## src/sv/crc16_frame_encoder_macros.svh

```systemverilog
// Assertion helper macros for the frame encoder.
`ifndef CRC16_FRAME_ENCODER_MACROS_SVH
`define CRC16_FRAME_ENCODER_MACROS_SVH

// Same-cycle implication, off while reset is asserted
`define CFE_ASSERT_IMP(label, clk, rst_n, ante, cons) \
    label: assert property (@(posedge clk) disable iff (!rst_n) (ante) |-> (cons)) \
        else $error("cfe: same-cycle check failed");

// Next-cycle implication, off while reset is asserted
`define CFE_ASSERT_NEXT(label, clk, rst_n, ante, cons) \
    label: assert property (@(posedge clk) disable iff (!rst_n) (ante) |=> (cons)) \
        else $error("cfe: next-cycle check failed");

`endif

```

## src/sv/cfe_pkg.sv

```systemverilog
// ============================================================================
// cfe_pkg
// Shared types, constants and the CRC-16 byte fold for the frame encoder.
// ============================================================================
package cfe_pkg;

    // CRC-16/CCITT-FALSE
    localparam logic [15:0] CRC_POLY = 16'h1021;
    localparam logic [15:0] CRC_INIT = 16'hFFFF;

    // Register reset values
    localparam logic [7:0]  VERSION_RESET  = 8'h01;
    localparam logic [15:0] PREAMBLE_RESET = 16'hAA55;

    // Configuration port
    localparam int CFG_INDEX_W = 1;
    localparam int CFG_DATA_W  = 16;
    localparam logic [CFG_INDEX_W-1:0] CFG_VERSION  = 1'd0;
    localparam logic [CFG_INDEX_W-1:0] CFG_PREAMBLE = 1'd1;

    // Job queue depth default
    localparam int QUEUE_DEPTH_DEF = 4;

    // Byte positions within a frame job
    localparam int POS_W = 4;
    localparam logic [POS_W-1:0] POS_PRE_HI  = 4'd0;
    localparam logic [POS_W-1:0] POS_PRE_LO  = 4'd1;
    localparam logic [POS_W-1:0] POS_VERSION = 4'd2;
    localparam logic [POS_W-1:0] POS_TYPE    = 4'd3;
    localparam logic [POS_W-1:0] POS_SEQ     = 4'd4;
    localparam logic [POS_W-1:0] POS_LEN_HI  = 4'd5;
    localparam logic [POS_W-1:0] POS_DATA    = 4'd6;
    localparam logic [POS_W-1:0] POS_CRC_HI  = 4'd7;
    localparam logic [POS_W-1:0] POS_CRC_LO  = 4'd8;

    // Input command codes
    localparam logic CMD_START   = 1'b0;
    localparam logic CMD_PAYLOAD = 1'b1;

    typedef struct packed {
        logic        cmd;
        logic [7:0]  type_code;
        logic [7:0]  seq_num;
        logic [15:0] frame_length;
        logic [7:0]  payload_byte;
    } in_item_t;

    typedef struct packed {
        logic [7:0] tx_byte;
        logic       run_last;
        logic       frame_end;
    } out_item_t;

    typedef enum logic {
        JOB_START = 1'b0,
        JOB_DATA  = 1'b1
    } job_kind_t;

    // One unit of work for the serializer
    typedef struct packed {
        job_kind_t   kind;
        logic        ends;       // CRC follows this job
        logic [15:0] preamble;
        logic [7:0]  version;
        logic [7:0]  type_code;
        logic [7:0]  seq_num;
        logic [15:0] frame_length;
        logic [7:0]  data;
    } job_t;

    // Fold one byte into the CRC, MSB first
    function automatic logic [15:0] crc16_fold(input logic [15:0] crc_in,
                                               input logic [7:0]  data);
        logic [15:0] c;
        c = crc_in ^ {data, 8'h00};
        for (int b = 0; b < 8; b++) begin
            c = c[15] ? ((c << 1) ^ CRC_POLY) : (c << 1);
        end
        return c;
    endfunction

endpackage

```

## src/sv/cfe_front.sv

```systemverilog
// ============================================================================
// cfe_front
// Accepts requests, holds the config registers and frame tracking, and
// turns each useful request into a job for the serializer.
// ============================================================================
module cfe_front
    import cfe_pkg::*;
(
    input  logic                   clk,
    input  logic                   rst_n,
    input  logic                   in_valid,
    output logic                   in_stall,
    input  in_item_t               in_data,
    input  logic                   cfg_valid,
    output logic                   cfg_ready,
    input  logic [CFG_INDEX_W-1:0] cfg_index,
    input  logic [CFG_DATA_W-1:0]  cfg_data,
    input  logic                   q_full,
    output logic                   q_push,
    output job_t                   q_job
);

    logic [7:0]  version_reg;
    logic [15:0] preamble_reg;
    logic        in_frame_reg, in_frame_next;
    logic [15:0] bytes_left_reg, bytes_left_next;
    logic        accept;

    assign cfg_ready = 1'b1;
    assign in_stall  = q_full;
    assign accept    = in_valid && !q_full;

    // Config registers
    always_ff @(posedge clk or negedge rst_n)
    begin
        if (!rst_n)
        begin
            version_reg  <= VERSION_RESET;
            preamble_reg <= PREAMBLE_RESET;
        end
        else if (cfg_valid)
        begin
            case (cfg_index)
                CFG_VERSION:  version_reg  <= cfg_data[7:0];
                CFG_PREAMBLE: preamble_reg <= cfg_data;
                default:      ;
            endcase
        end
    end

    // Classify the request and build the job
    always_comb
    begin
        in_frame_next   = in_frame_reg;
        bytes_left_next = bytes_left_reg;
        q_push          = 1'b0;
        q_job.kind         = JOB_START;
        q_job.ends         = 1'b0;
        q_job.preamble     = preamble_reg;
        q_job.version      = version_reg;
        q_job.type_code    = in_data.type_code;
        q_job.seq_num      = in_data.seq_num;
        q_job.frame_length = in_data.frame_length;
        q_job.data         = in_data.payload_byte;
        if (accept)
        begin
            case (in_data.cmd)
                CMD_START:
                begin
                    // start mid-frame is dropped
                    if (!in_frame_reg)
                    begin
                        q_push          = 1'b1;
                        q_job.kind      = JOB_START;
                        q_job.ends      = (in_data.frame_length == 16'd0);
                        in_frame_next   = (in_data.frame_length != 16'd0);
                        bytes_left_next = in_data.frame_length;
                    end
                end
                CMD_PAYLOAD:
                begin
                    // stray payload outside a frame is dropped
                    if (in_frame_reg)
                    begin
                        q_push          = 1'b1;
                        q_job.kind      = JOB_DATA;
                        q_job.ends      = (bytes_left_reg == 16'd1);
                        bytes_left_next = bytes_left_reg - 16'd1;
                        in_frame_next   = (bytes_left_reg != 16'd1);
                    end
                end
                default: ;
            endcase
        end
    end

    always_ff @(posedge clk or negedge rst_n)
    begin
        if (!rst_n)
        begin
            in_frame_reg   <= 1'b0;
            bytes_left_reg <= 16'd0;
        end
        else
        begin
            in_frame_reg   <= in_frame_next;
            bytes_left_reg <= bytes_left_next;
        end
    end

endmodule

```

## src/sv/cfe_queue.sv

```systemverilog
// ============================================================================
// cfe_queue
// Small job FIFO between the request front end and the byte serializer.
// ============================================================================
`include "crc16_frame_encoder_macros.svh"

module cfe_queue
    import cfe_pkg::*;
#(
    parameter int DEPTH = QUEUE_DEPTH_DEF
)
(
    input  logic clk,
    input  logic rst_n,
    input  logic push,
    input  job_t push_job,
    output logic full,
    input  logic pop,
    output logic head_valid,
    output job_t head_job
);

    localparam int PTR_W = $clog2(DEPTH);
    localparam int CNT_W = $clog2(DEPTH + 1);
    localparam logic [PTR_W-1:0] PTR_LAST = PTR_W'(DEPTH - 1);
    localparam logic [CNT_W-1:0] CNT_FULL = CNT_W'(DEPTH);

    job_t             slot_reg [DEPTH];
    logic [PTR_W-1:0] wr_ptr_reg, rd_ptr_reg;
    logic [CNT_W-1:0] cnt_reg, cnt_next;

    assign full       = (cnt_reg == CNT_FULL);
    assign head_valid = (cnt_reg != '0);
    assign head_job   = slot_reg[rd_ptr_reg];

    // Storage
    always_ff @(posedge clk)
    begin
        if (push)
        begin
            slot_reg[wr_ptr_reg] <= push_job;
        end
    end

    always_comb
    begin
        cnt_next = cnt_reg;
        if (push && !pop)
        begin
            cnt_next = cnt_reg + CNT_W'(1);
        end
        else if (pop && !push)
        begin
            cnt_next = cnt_reg - CNT_W'(1);
        end
    end

    // Pointers and fill count
    always_ff @(posedge clk or negedge rst_n)
    begin
        if (!rst_n)
        begin
            wr_ptr_reg <= '0;
            rd_ptr_reg <= '0;
            cnt_reg    <= '0;
        end
        else
        begin
            if (push)
            begin
                wr_ptr_reg <= (wr_ptr_reg == PTR_LAST) ? '0 : wr_ptr_reg + PTR_W'(1);
            end
            if (pop)
            begin
                rd_ptr_reg <= (rd_ptr_reg == PTR_LAST) ? '0 : rd_ptr_reg + PTR_W'(1);
            end
            cnt_reg <= cnt_next;
        end
    end

    `CFE_ASSERT_IMP(a_no_push_full, clk, rst_n, push, !full)
    `CFE_ASSERT_IMP(a_no_pop_empty, clk, rst_n, pop, head_valid)
    `CFE_ASSERT_NEXT(a_fill_grows, clk, rst_n, push && !pop, cnt_reg == $past(cnt_reg) + CNT_W'(1))

endmodule

```

## src/sv/cfe_back.sv

```systemverilog
// ============================================================================
// cfe_back
// Serializes jobs to frame bytes, one per cycle unless stalled; keeps the CRC.
// ============================================================================
`include "crc16_frame_encoder_macros.svh"

module cfe_back
    import cfe_pkg::*;
(
    input  logic      clk,
    input  logic      rst_n,
    input  logic      head_valid,
    input  job_t      head_job,
    output logic      pop,
    output logic      out_valid,
    input  logic      out_stall,
    output out_item_t out_data
);

    logic [POS_W-1:0] cnt_reg;
    logic [15:0]      crc_reg;
    logic             out_valid_reg;
    out_item_t        out_data_reg;

    logic [POS_W-1:0] cur_pos, last_pos;
    logic [7:0]       cur_byte;
    logic             advance, emit, is_last, crc_upd;
    logic [15:0]      crc_base;

    assign advance  = !out_valid_reg || !out_stall;
    assign emit     = head_valid && advance;
    // payload jobs enter at the data slot
    assign cur_pos  = (head_job.kind == JOB_DATA) ? POS_DATA + cnt_reg : cnt_reg;
    assign last_pos = head_job.ends ? POS_CRC_LO : POS_DATA;
    assign is_last  = (cur_pos == last_pos);
    assign pop      = emit && is_last;
    assign crc_upd  = (cur_pos >= POS_VERSION) && (cur_pos <= POS_DATA);
    assign crc_base = (cur_pos == POS_VERSION) ? CRC_INIT : crc_reg;

    // Byte select
    always_comb
    begin
        case (cur_pos)
            POS_PRE_HI:  cur_byte = head_job.preamble[15:8];
            POS_PRE_LO:  cur_byte = head_job.preamble[7:0];
            POS_VERSION: cur_byte = head_job.version;
            POS_TYPE:    cur_byte = head_job.type_code;
            POS_SEQ:     cur_byte = head_job.seq_num;
            POS_LEN_HI:  cur_byte = head_job.frame_length[15:8];
            POS_DATA:    cur_byte = (head_job.kind == JOB_START) ?
                                    head_job.frame_length[7:0] : head_job.data;
            POS_CRC_HI:  cur_byte = crc_reg[15:8];
            POS_CRC_LO:  cur_byte = crc_reg[7:0];
            default:     cur_byte = 8'h00;
        endcase
    end

    // Sequencer and CRC
    always_ff @(posedge clk or negedge rst_n)
    begin
        if (!rst_n)
        begin
            cnt_reg <= '0;
            crc_reg <= CRC_INIT;
        end
        else if (emit)
        begin
            cnt_reg <= is_last ? '0 : cnt_reg + POS_W'(1);
            if (crc_upd)
            begin
                crc_reg <= crc16_fold(crc_base, cur_byte);
            end
            else if (cur_pos == POS_CRC_LO)
            begin
                crc_reg <= CRC_INIT;
            end
        end
    end

    // Output register
    always_ff @(posedge clk or negedge rst_n)
    begin
        if (!rst_n)
        begin
            out_valid_reg <= 1'b0;
        end
        else if (advance)
        begin
            out_valid_reg <= emit;
        end
    end

    always_ff @(posedge clk)
    begin
        if (emit)
        begin
            out_data_reg.tx_byte   <= cur_byte;
            out_data_reg.run_last  <= is_last;
            out_data_reg.frame_end <= (cur_pos == POS_CRC_LO);
        end
    end

    assign out_valid = out_valid_reg;
    assign out_data  = out_data_reg;

    `CFE_ASSERT_IMP(a_end_is_last, clk, rst_n, out_valid_reg && out_data_reg.frame_end, out_data_reg.run_last)
    `CFE_ASSERT_IMP(a_pos_range, clk, rst_n, head_valid, cur_pos <= last_pos)
    `CFE_ASSERT_NEXT(a_seq_wrap, clk, rst_n, pop, cnt_reg == '0)

endmodule

```

## src/sv/crc16_frame_encoder.sv

```systemverilog
// ============================================================================
// crc16_frame_encoder
// Serializes transmit frames (preamble, header, payload, CRC-16) as bytes.
// ============================================================================
// A start request (cmd 0) yields a frame head of 7 bytes: two preamble bytes
// and version, type, sequence, length high, length low; with a zero length
// the CRC follows at once for 9 bytes. Each payload request (cmd 1) yields
// its byte, plus the two CRC bytes (high first) when it is the last of the
// frame. Starts inside a frame and payload outside a frame are dropped.
// Requests are taken every cycle while the job queue (QUEUE_DEPTH entries)
// has room; the serializer emits one byte per cycle while out_stall is low,
// so throughput is set by the single output byte port. With the queue empty,
// a taken request passes the job queue and then the output register before
// its first byte appears.
// Config writes are always ready and apply to the next start.
`include "crc16_frame_encoder_macros.svh"

module crc16_frame_encoder
    import cfe_pkg::*;
#(
    parameter int QUEUE_DEPTH = QUEUE_DEPTH_DEF
)
(
    input  logic                   clk,
    input  logic                   rst_n,
    input  logic                   in_valid,
    output logic                   in_stall,
    input  in_item_t               in_data,
    output logic                   out_valid,
    input  logic                   out_stall,
    output out_item_t              out_data,
    input  logic                   cfg_valid,
    output logic                   cfg_ready,
    input  logic [CFG_INDEX_W-1:0] cfg_index,
    input  logic [CFG_DATA_W-1:0]  cfg_data
);

    logic q_full, q_push, q_pop, q_head_valid;
    job_t q_job, q_head_job;

    cfe_front u_front (
        .clk       (clk),
        .rst_n     (rst_n),
        .in_valid  (in_valid),
        .in_stall  (in_stall),
        .in_data   (in_data),
        .cfg_valid (cfg_valid),
        .cfg_ready (cfg_ready),
        .cfg_index (cfg_index),
        .cfg_data  (cfg_data),
        .q_full    (q_full),
        .q_push    (q_push),
        .q_job     (q_job)
    );

    cfe_queue #(
        .DEPTH (QUEUE_DEPTH)
    ) u_queue (
        .clk        (clk),
        .rst_n      (rst_n),
        .push       (q_push),
        .push_job   (q_job),
        .full       (q_full),
        .pop        (q_pop),
        .head_valid (q_head_valid),
        .head_job   (q_head_job)
    );

    cfe_back u_back (
        .clk        (clk),
        .rst_n      (rst_n),
        .head_valid (q_head_valid),
        .head_job   (q_head_job),
        .pop        (q_pop),
        .out_valid  (out_valid),
        .out_stall  (out_stall),
        .out_data   (out_data)
    );

    `CFE_ASSERT_IMP(a_stall_only_full, clk, rst_n, in_stall, q_full)

endmodule
```

## config.mk

```make
export PLATFORM = sky130hd
export DESIGN_NAME = crc16_frame_encoder
export DESIGN_NICKNAME = d
export VERILOG_FILES = /design/src/sv/cfe_pkg.sv /design/src/sv/cfe_front.sv /design/src/sv/cfe_queue.sv /design/src/sv/cfe_back.sv /design/src/sv/crc16_frame_encoder.sv
export VERILOG_INCLUDE_DIRS = /design/src /design/src/sv
export SDC_FILE = /design/constraint.sdc
export NUM_CORES = 1
export LEC_CHECK = 0
export ABC_AREA = 1
export BUFFER_PORTS_ARGS = -buffer_cell sky130_fd_sc_hd__buf_4
export CORE_MARGIN = 5
export CORE_UTILIZATION = 65
export CTS_CLUSTER_DIAMETER = 60
export DETAILED_ROUTE_END_ITERATION = 10
export PLACE_DENSITY_LB_ADDON = 0.05
export SLEW_MARGIN = 5
export SYNTH_ARGS = -nofsm -noshare
export SYNTH_HDL_FRONTEND = slang
export SYNTH_SLANG_ARGS = --single-unit
```

## constraint.sdc

```tcl
create_clock -name clk -period 7 [get_ports clk]
set_clock_uncertainty 0.2 [all_clocks]
set_input_delay 0.35 -clock clk [delete_from_list [all_inputs] [get_ports clk]]
set_output_delay 0.35 -clock clk [all_outputs]
set_load 0.01 [all_outputs]
```

---- Word-level counts from Yosys, hierarchy flattened ----
Memories as Yosys holds them, arrays and structs flattened.
Index checks and enable logic that the tools add are counted.
Widths: inputs -> output; s select.
cells by class
  bitwise logic cells ..................... 11
  equal/unequal tests ..................... 16
  muxes and demuxes ....................... 36
  reductions and logical operators ........ 22
  order comparisons ....................... 2
  add/subtract/negate cells ............... 7
operator list
  operator               count
  $mux 13                8
  $mux 16                5
  $pmux 8 s9             1
  $pmux 16 s2            1
  $not 3->3              8
  $eq 16x1->1 const B    1
  $eq 4x3->1 const B     4
  $logic_not 16->1       1
  $ne 16x1->1 const B    1
  $reduce_bool 16->1     1
  $sub 16x1->16 const B  1
  $xor 16x16->16         1
  $mux 4                 3
  $eq 4x2->1 const B     2
  $mux 1                 8
  $mux 2                 4
  $mux 8                 1
  $logic_and 1x1->1      6
  $mux 3                 2
  $reduce_and 2->1       3
  $logic_not 1->1        5
  $add 2x1->2 const B    2
  $add 3x4->4 const A    1
  $add 4x1->4 const B    1
  19 further kinds       23
word-level totals
  output and inout port bits .............. 13
  bits in writable memories ............... 264
  memories ................................ 1
  input port bits ......................... 63
  logic and storage cells ................. 108
  bits in registers ....................... 79
memories
  memory            depth  width  rd ports  clocked after memory_dff  write ports  line             RTL
  u_queue.slot_reg  4      66     1         0                         1            cfe_queue.sv:28  job_t slot_reg [DEPTH];

---- Depth between registers and ports, before layout ----
  depth after elaboration ................. 22
  depth in mapped cells ................... 22

---- Modules after synthesis ----
From an unflattened synthesis, not the netlist that was laid out.
unflattened totals
  cells, all modules ...................... 1612
  area, all modules ....................... 16549.6 µm²
by module, submodules not included
  module     sequential area each (µm²)  area each (µm²)  cells each  times used
  cfe_queue  8102.8                      10986.8          822         1
  cfe_back   845.8                       2930.3           443         1
  cfe_front  1037.2                      2632.5           347         1

---- Worst setup path after synthesis ----
No wires, ideal clock.
  path kind ............................... register to register
  start point ............................. register u_queue.cnt_reg[0]
  end point ............................... memory u_queue.slot_reg[0][0] (netlist name) (enable)
  period minus slack after synthesis ...... 4.591 ns
  setup time .............................. 0.491 ns
  cell stages (with the launch flop) ...... 8
  data required time ...................... 6.309 ns
  path buffers ............................ 1
  path slack .............................. 2.409 ns
  arrival ................................. 3.901 ns
  cell sequence ........................... dfrtp_1 > nor3_1 > nor2_1 > inv_1 > nor2_1 > inv_1 > clkbuf_1 > nor2_1
between the ends
  cells in the longest elaborated chain, start to end .. 6
RTL lines
  element                       line                       RTL
  start, declared               cfe_queue.sv:30            logic [CNT_W-1:0] cnt_reg, cnt_next;
  start signal, assigned        cfe_queue.sv:77            cnt_reg <= cnt_next;
  $eq 3x3->1                    cfe_queue.sv:32            assign full = (cnt_reg == CNT_FULL);
  named net in_stall            crc16_frame_encoder.sv:27  output logic in_stall,
  $logic_not 1->1               cfe_front.sv:31            assign accept = in_valid && !q_full;
  $logic_and 1x1->1             cfe_front.sv:31
  $mux 1                        cfe_front.sv:65            if (accept)
  $mux 1                        cfe_queue.sv:39            if (push)
  $mux 1 (implied by the code)  cfe_queue.sv:41            slot_reg[wr_ptr_reg] <= push_job;
  end, declared                 cfe_queue.sv:28
The timed path passes the listed nets, and every way through them passes these cells.

---- Final worst setup path ----
  start point ............................. register u_queue.rd_ptr_reg[0]
  end point ............................... register u_queue.cnt_reg[1]
between the ends
  cells in the longest elaborated chain, start to end .. 7
  elaborated cells on any way between the ends .. 10
  those cells by class .................... eq/ne (1); mux (3); reduce/logical (5); memory (1)
RTL lines
  element                        line                            RTL
  start, declared                cfe_queue.sv:29                 logic [PTR_W-1:0] wr_ptr_reg, rd_ptr_reg;
  start signal, assigned         cfe_queue.sv:75                 rd_ptr_reg <= (rd_ptr_reg == PTR_LAST) ? '0 : rd_ptr_reg + PTR_W'(1);
  $mem_v2 4x66 *                 --
  $mux 4 (on tied branches)      cfe_back.sv:33, cfe_back.sv:34
  $eq 4x4->1 *                   cfe_back.sv:35                  assign is_last = (cur_pos == last_pos);
  $logic_and 1x1->1 *            cfe_back.sv:36                  assign pop = emit && is_last;
  $logic_not 1->1 *              cfe_queue.sv:48                 if (push && !pop)
  $logic_and 1x1->1 *            cfe_queue.sv:48
  $mux 3 *                       cfe_queue.sv:48
  named net u_queue.cnt_next[1]  cfe_queue.sv:30
Mark *: on every way through the listed nets, which the timed path passes. The rest lies on a longest branch.
A chain may end at the register's enable or synchronous reset.

==> summary by stage <==
Status
The run finished with clean final reports.

Yosys
After synthesis, the cell types taking the most area are sky130_fd_sc_hd__edfxtp_1 (55%), sky130_fd_sc_hd__dfrtp_1 (7.3%), sky130_fd_sc_hd__o21ai_0 (5.7%). The area fraction of the dominant cell type after synthesis is 54.60%. The share of synthesized area spent on multiplexers is 0.6726%. The number of distinct library cells after synthesis is 43. The number of enable-type register cells in the synthesized netlist is 274.

The mean instance size in the synthesized netlist is 11.06 sq um. For this run, the register share of the synthesized area comes to 66.27%. In the synthesized netlist, the number of instances is 1362. Of the total synthesized cell area, the portion taken by XOR and XNOR cells is 0.5813%. The cell with the most instances after synthesis is sky130_fd_sc_hd__edfxtp_1. The number of nets in the synthesized netlist is 1438.

Of the total synthesized cell area, the portion taken by full adders, half adders and majority gates is 1.129%. The number of register bits inferred by synthesis is 343. The Yosys step of the flow raised 0 warnings.

In this run the cell area of the synthesized design comes to 15070 sq um. The proportion of register bits with asynchronous set or reset after synthesis is 20.12%. The commonest cells after synthesis are sky130_fd_sc_hd__edfxtp_1 (274), sky130_fd_sc_hd__nor2_1 (197), sky130_fd_sc_hd__nand2_1 (185). The area fraction in and, or, nand and nor cells after synthesis is 17.12%.

sky130_fd_sc_hd__edfxtp_1 takes more of the synthesized area than any other cell. The largest family of logic cells by synthesized area is simple AND/OR/NAND/NOR gates. The most used flip-flop cell after synthesis is sky130_fd_sc_hd__edfxtp_1.

The complex-gate fraction of the synthesized area is 9.956%.

Global route
The initial antenna violation count was 1. The first global-routing pass estimated 54400 microns of wire. The via count of the first global-routing pass was 10133. The total global-route track usage is 26.50%. The maximum number of pins on one net before global-route repair is 90. The total congestion overflow is 0.

Power and ir drop
Of the total power, the share spent switching nets is 41.29%. Across the VDD grid, the largest voltage drop is 0.2886 mV. The cell internal power dissipation is 0.004826 W.

In this run, the clock network consumes 23.0% of the power. The combinational fraction of design power is 41.5%. The leakage power total is 6.703 nW. In this run the power spent charging and discharging nets is 0.003394 W. In this run the power density over the cells is 469.1 nW/um^2. The share of total power dissipated in sequential elements is 35.6%.

Routing
In the routed design, unresolved DRC markers number 0. The count of vias placed by the detailed router is 10567. Before antenna repair, the detailed router went through 7 iterations.

The total length of routed wires is 34410 microns. The number of DRC markers in iteration 0 is 1008. The per-cell via count in the routed design is 5.900. The final routed wire length divided by cell count is 19.21 microns. The count of antenna-violating nets left after detailed routing is 0.

Finish
The number of non-filler instances in the completed layout is 1791. The area of all sequential standard cells is 9991 sq um. The register with the most flip-flops in the layout has 264 of them. The area growth from synthesis to layout is 16.30%. The layout has 1412 filler cells. The number of inserted diodes is 0.

In the final layout, the multi-input gates occupy 4473 sq um. The layout net count is 1554. The fraction of layout instances using a drive strength above 1 is 16.60%.

Floorplanning
Once the floorplan was initialized, standard cells occupied 66.35% of the core. The floorplan die width is 162.3 microns. The core outline area is 22710 sq um. The count of standard-cell rows is 55.

The die extent in y is 162.3 microns. The full die area is 26330 sq um. In this run the count of I/O pins placed on the die edge is 76.

Min path
The hold-critical path endpoint is u_front.in_frame_reg. The class of the tightest hold or removal check is primary input to register. The startpoint identified for the worst hold timing path is in_valid. The worst hold path passes through 5 cells.

Critical path
The worst endpoint data arrival time is 4.10 ns. The startpoint identified for the worst register-to-register timing path is u_queue.rd_ptr_reg[0]. The worst setup path is captured at a register. The endpoint identified for the worst register-to-register timing path is u_queue.cnt_reg[1].

The worst register-to-register path has a depth of 17. STA puts the critical path data required time at 7.21 ns. The biggest fanout along the worst timing path is 56. The critical path starts at u_queue.rd_ptr_reg[0]. The worst setup slack for register-to-register paths is 3.11 ns. The launching element type of the critical path is a register. The worst setup path is of the register to register kind.

Placement
Before CTS, the worst setup slack after placement is 3.148 ns. The weighted congestion reported at the end of routability-driven placement is 0.9218. Detailed placement ended at an HPWL of 20780 microns.

The number of instances in the placed design is 1667. The number of port buffers is 74.

Clocking
The H-tree generated during clock tree synthesis spans 2 levels. The clock-pin slew reported for the worst setup and hold paths after clock tree synthesis is 0.06 ns. The clock tree from TritonCTS is built. The root buffer cell chosen for the clock tree is sky130_fd_sc_hd__clkbuf_16.

The deepest clock path buffer count is 3. Buffers inserted during clock tree synthesis total 36. CTS saw 343 sinks. The clock reaches the later pin of the worst-skew pair after 0.53 ns. Once the clock tree was built, the resizer swapped 0 gates to a different size. The number of setup buffers added after CTS is 0.

Timing
For the final routed database, the setup TNS stands at 0 ns. Setup violations remaining at the end of the flow were counted as 0. The fmax is 256.9 MHz. The final critical delay including setup and external delays is 3.893 ns.

Setup repair after global routing left no endpoint under its margin. The number of endpoints with negative hold slack in the final report was 0. The slew at the pin with the worst max-slew slack is 1.112 ns.

The worst pin sits at a relative slew slack of 25.68%. The final critical path takes up 55.62% of the cycle. The final number of max-transition violations came to 0. Setup slack on the critical path of the routed design comes to 3.107 ns.

Job
The tool flagged a number of max-cap violations equal to 0.
==> worst max-delay path by stage <==
stage / to / cells after the start
after floorplan: u_queue.slot_reg[0][0] / 7
after global placement: u_queue.cnt_reg[1] / 17
after detailed placement: u_queue.cnt_reg[1] / 17
after CTS: u_queue.cnt_reg[1] / 17
after global routing: u_queue.cnt_reg[1] / 17
final: u_queue.cnt_reg[1] / 17
==> kinds of logic after synthesis <==
| logic type | after synthesis |
|---|---|
| compound gates | 276 |
| xor+xnor | 10 |
| fa+ha+maj | 13 |
| buf+inv | 148 |
| flops | 343 |
| mux | 9 |
| other cells | 1 |
| simple gates | 562 |
==> cell type report <==
type                    instances  share of cell area [%]
well taps                     285                   2.035
clock buffers                  44                   5.433
repair buffers                141                   6.868
inverters                      85                   1.835
clock inverters                22                   1.292
multi-input cells             871                   25.52
flip-flops and latches        343                   57.01
==> critical path, cell delays in order, from the launching register on <==
cell	delay (ns)
sky130_fd_sc_hd__dfrtp_4	0.78
sky130_fd_sc_hd__inv_4	0.33
sky130_fd_sc_hd__nand2_4	0.15
sky130_fd_sc_hd__nand3_4	0.11
sky130_fd_sc_hd__nand2_4	0.20
sky130_fd_sc_hd__nand2_1	0.09
sky130_fd_sc_hd__nand2_2	0.13
sky130_fd_sc_hd__nand2_4	0.09
sky130_fd_sc_hd__inv_1	0.10
sky130_fd_sc_hd__nand2_1	0.05
sky130_fd_sc_hd__o21ai_0	0.07
sky130_fd_sc_hd__nand2_1	0.12
sky130_fd_sc_hd__nor2_1	0.24
sky130_fd_sc_hd__inv_1	0.12
sky130_fd_sc_hd__ha_1	0.19
sky130_fd_sc_hd__inv_1	0.10
sky130_fd_sc_hd__fa_1	0.42
sky130_fd_sc_hd__mux2_2	0.27
==> per-stage QoR <==
stage / total power, W / hold slack [ns] / cell area (sq um) / utilization, %
after detailed placement: 0.006294 / 0.2881 / 15770 / 69.42
after floorplan: 0.005456 / -0.1456 / 15070 / -
after CTS: 0.008218 / 0.05425 / 17520 / 77.17
final: 0.008220 / 0.08728 / 17520 / 77.17
after global placement: 0.006205 / 0.2672 / 15770 / 69.42
after global routing: 0.008774 / 0.09264 / 17520 / 77.17
==> cell usage in the layout, fill, tap and decap left out, types with 3 or more instances in the layout <==
cell type,synthesis,routed
sky130_fd_sc_hd__bufinv_16,0,3
sky130_fd_sc_hd__nor4_1,5,5
sky130_fd_sc_hd__nor2_2,11,11
sky130_fd_sc_hd__dfstp_2,25,25
sky130_fd_sc_hd__mux2_2,9,9
sky130_fd_sc_hd__dfrtp_1,44,42
sky130_fd_sc_hd__ha_1,12,12
sky130_fd_sc_hd__xor2_1,7,7
sky130_fd_sc_hd__nor3_1,7,7
sky130_fd_sc_hd__clkinv_2,0,7
sky130_fd_sc_hd__a21oi_1,27,27
sky130_fd_sc_hd__clkinvlp_4,0,5
sky130_fd_sc_hd__nand4_1,3,3
sky130_fd_sc_hd__clkinv_1,0,4
sky130_fd_sc_hd__dlygate4sd3_1,0,58
sky130_fd_sc_hd__o31ai_1,3,3
sky130_fd_sc_hd__nor2_1,197,193
sky130_fd_sc_hd__clkbuf_16,0,37
sky130_fd_sc_hd__buf_4,3,83
sky130_fd_sc_hd__edfxtp_1,274,274
sky130_fd_sc_hd__or2_2,6,6
sky130_fd_sc_hd__o21ai_0,171,171
sky130_fd_sc_hd__nand3_1,94,94
sky130_fd_sc_hd__inv_1,82,82
sky130_fd_sc_hd__nand2_4,10,10
sky130_fd_sc_hd__nand2_1,185,185
sky130_fd_sc_hd__xnor2_1,3,3
sky130_fd_sc_hd__nand3_2,4,4
sky130_fd_sc_hd__nor2_4,6,10
sky130_fd_sc_hd__o22ai_1,65,65
sky130_fd_sc_hd__clkbuf_1,37,7
sky130_fd_sc_hd__nand2_2,27,27
==> metal layers <==
layer | GRT usage [%] | part of all wire [%] | vias up
li1 | - | - | 5002
met5 | 0 | 0.038 | -
met2 | 41.78 | 48 | 453
met1 | 39.00 | 41 | 5054
met4 | 6.882 | 2.0 | 2
met3 | 4.517 | 8.5 | 56
==> power groups by stage <==
stage               Combinational [W]  Sequential, W  Clock, W
floorplan                     0.00260        0.00286         0
finish                        0.00341        0.00292   0.00189
CTS                           0.00339        0.00292   0.00191
global route                  0.00380        0.00297   0.00200
detailed placement            0.00334        0.00295         0
global placement              0.00326        0.00295         0
==> timing repair <==
item	4_1_cts	5_1_grt
hold buffers	58	0
endpoints found under the hold margin	236	0
endpoints found under the setup margin	0	0
(Power assumes the default switching activity.)
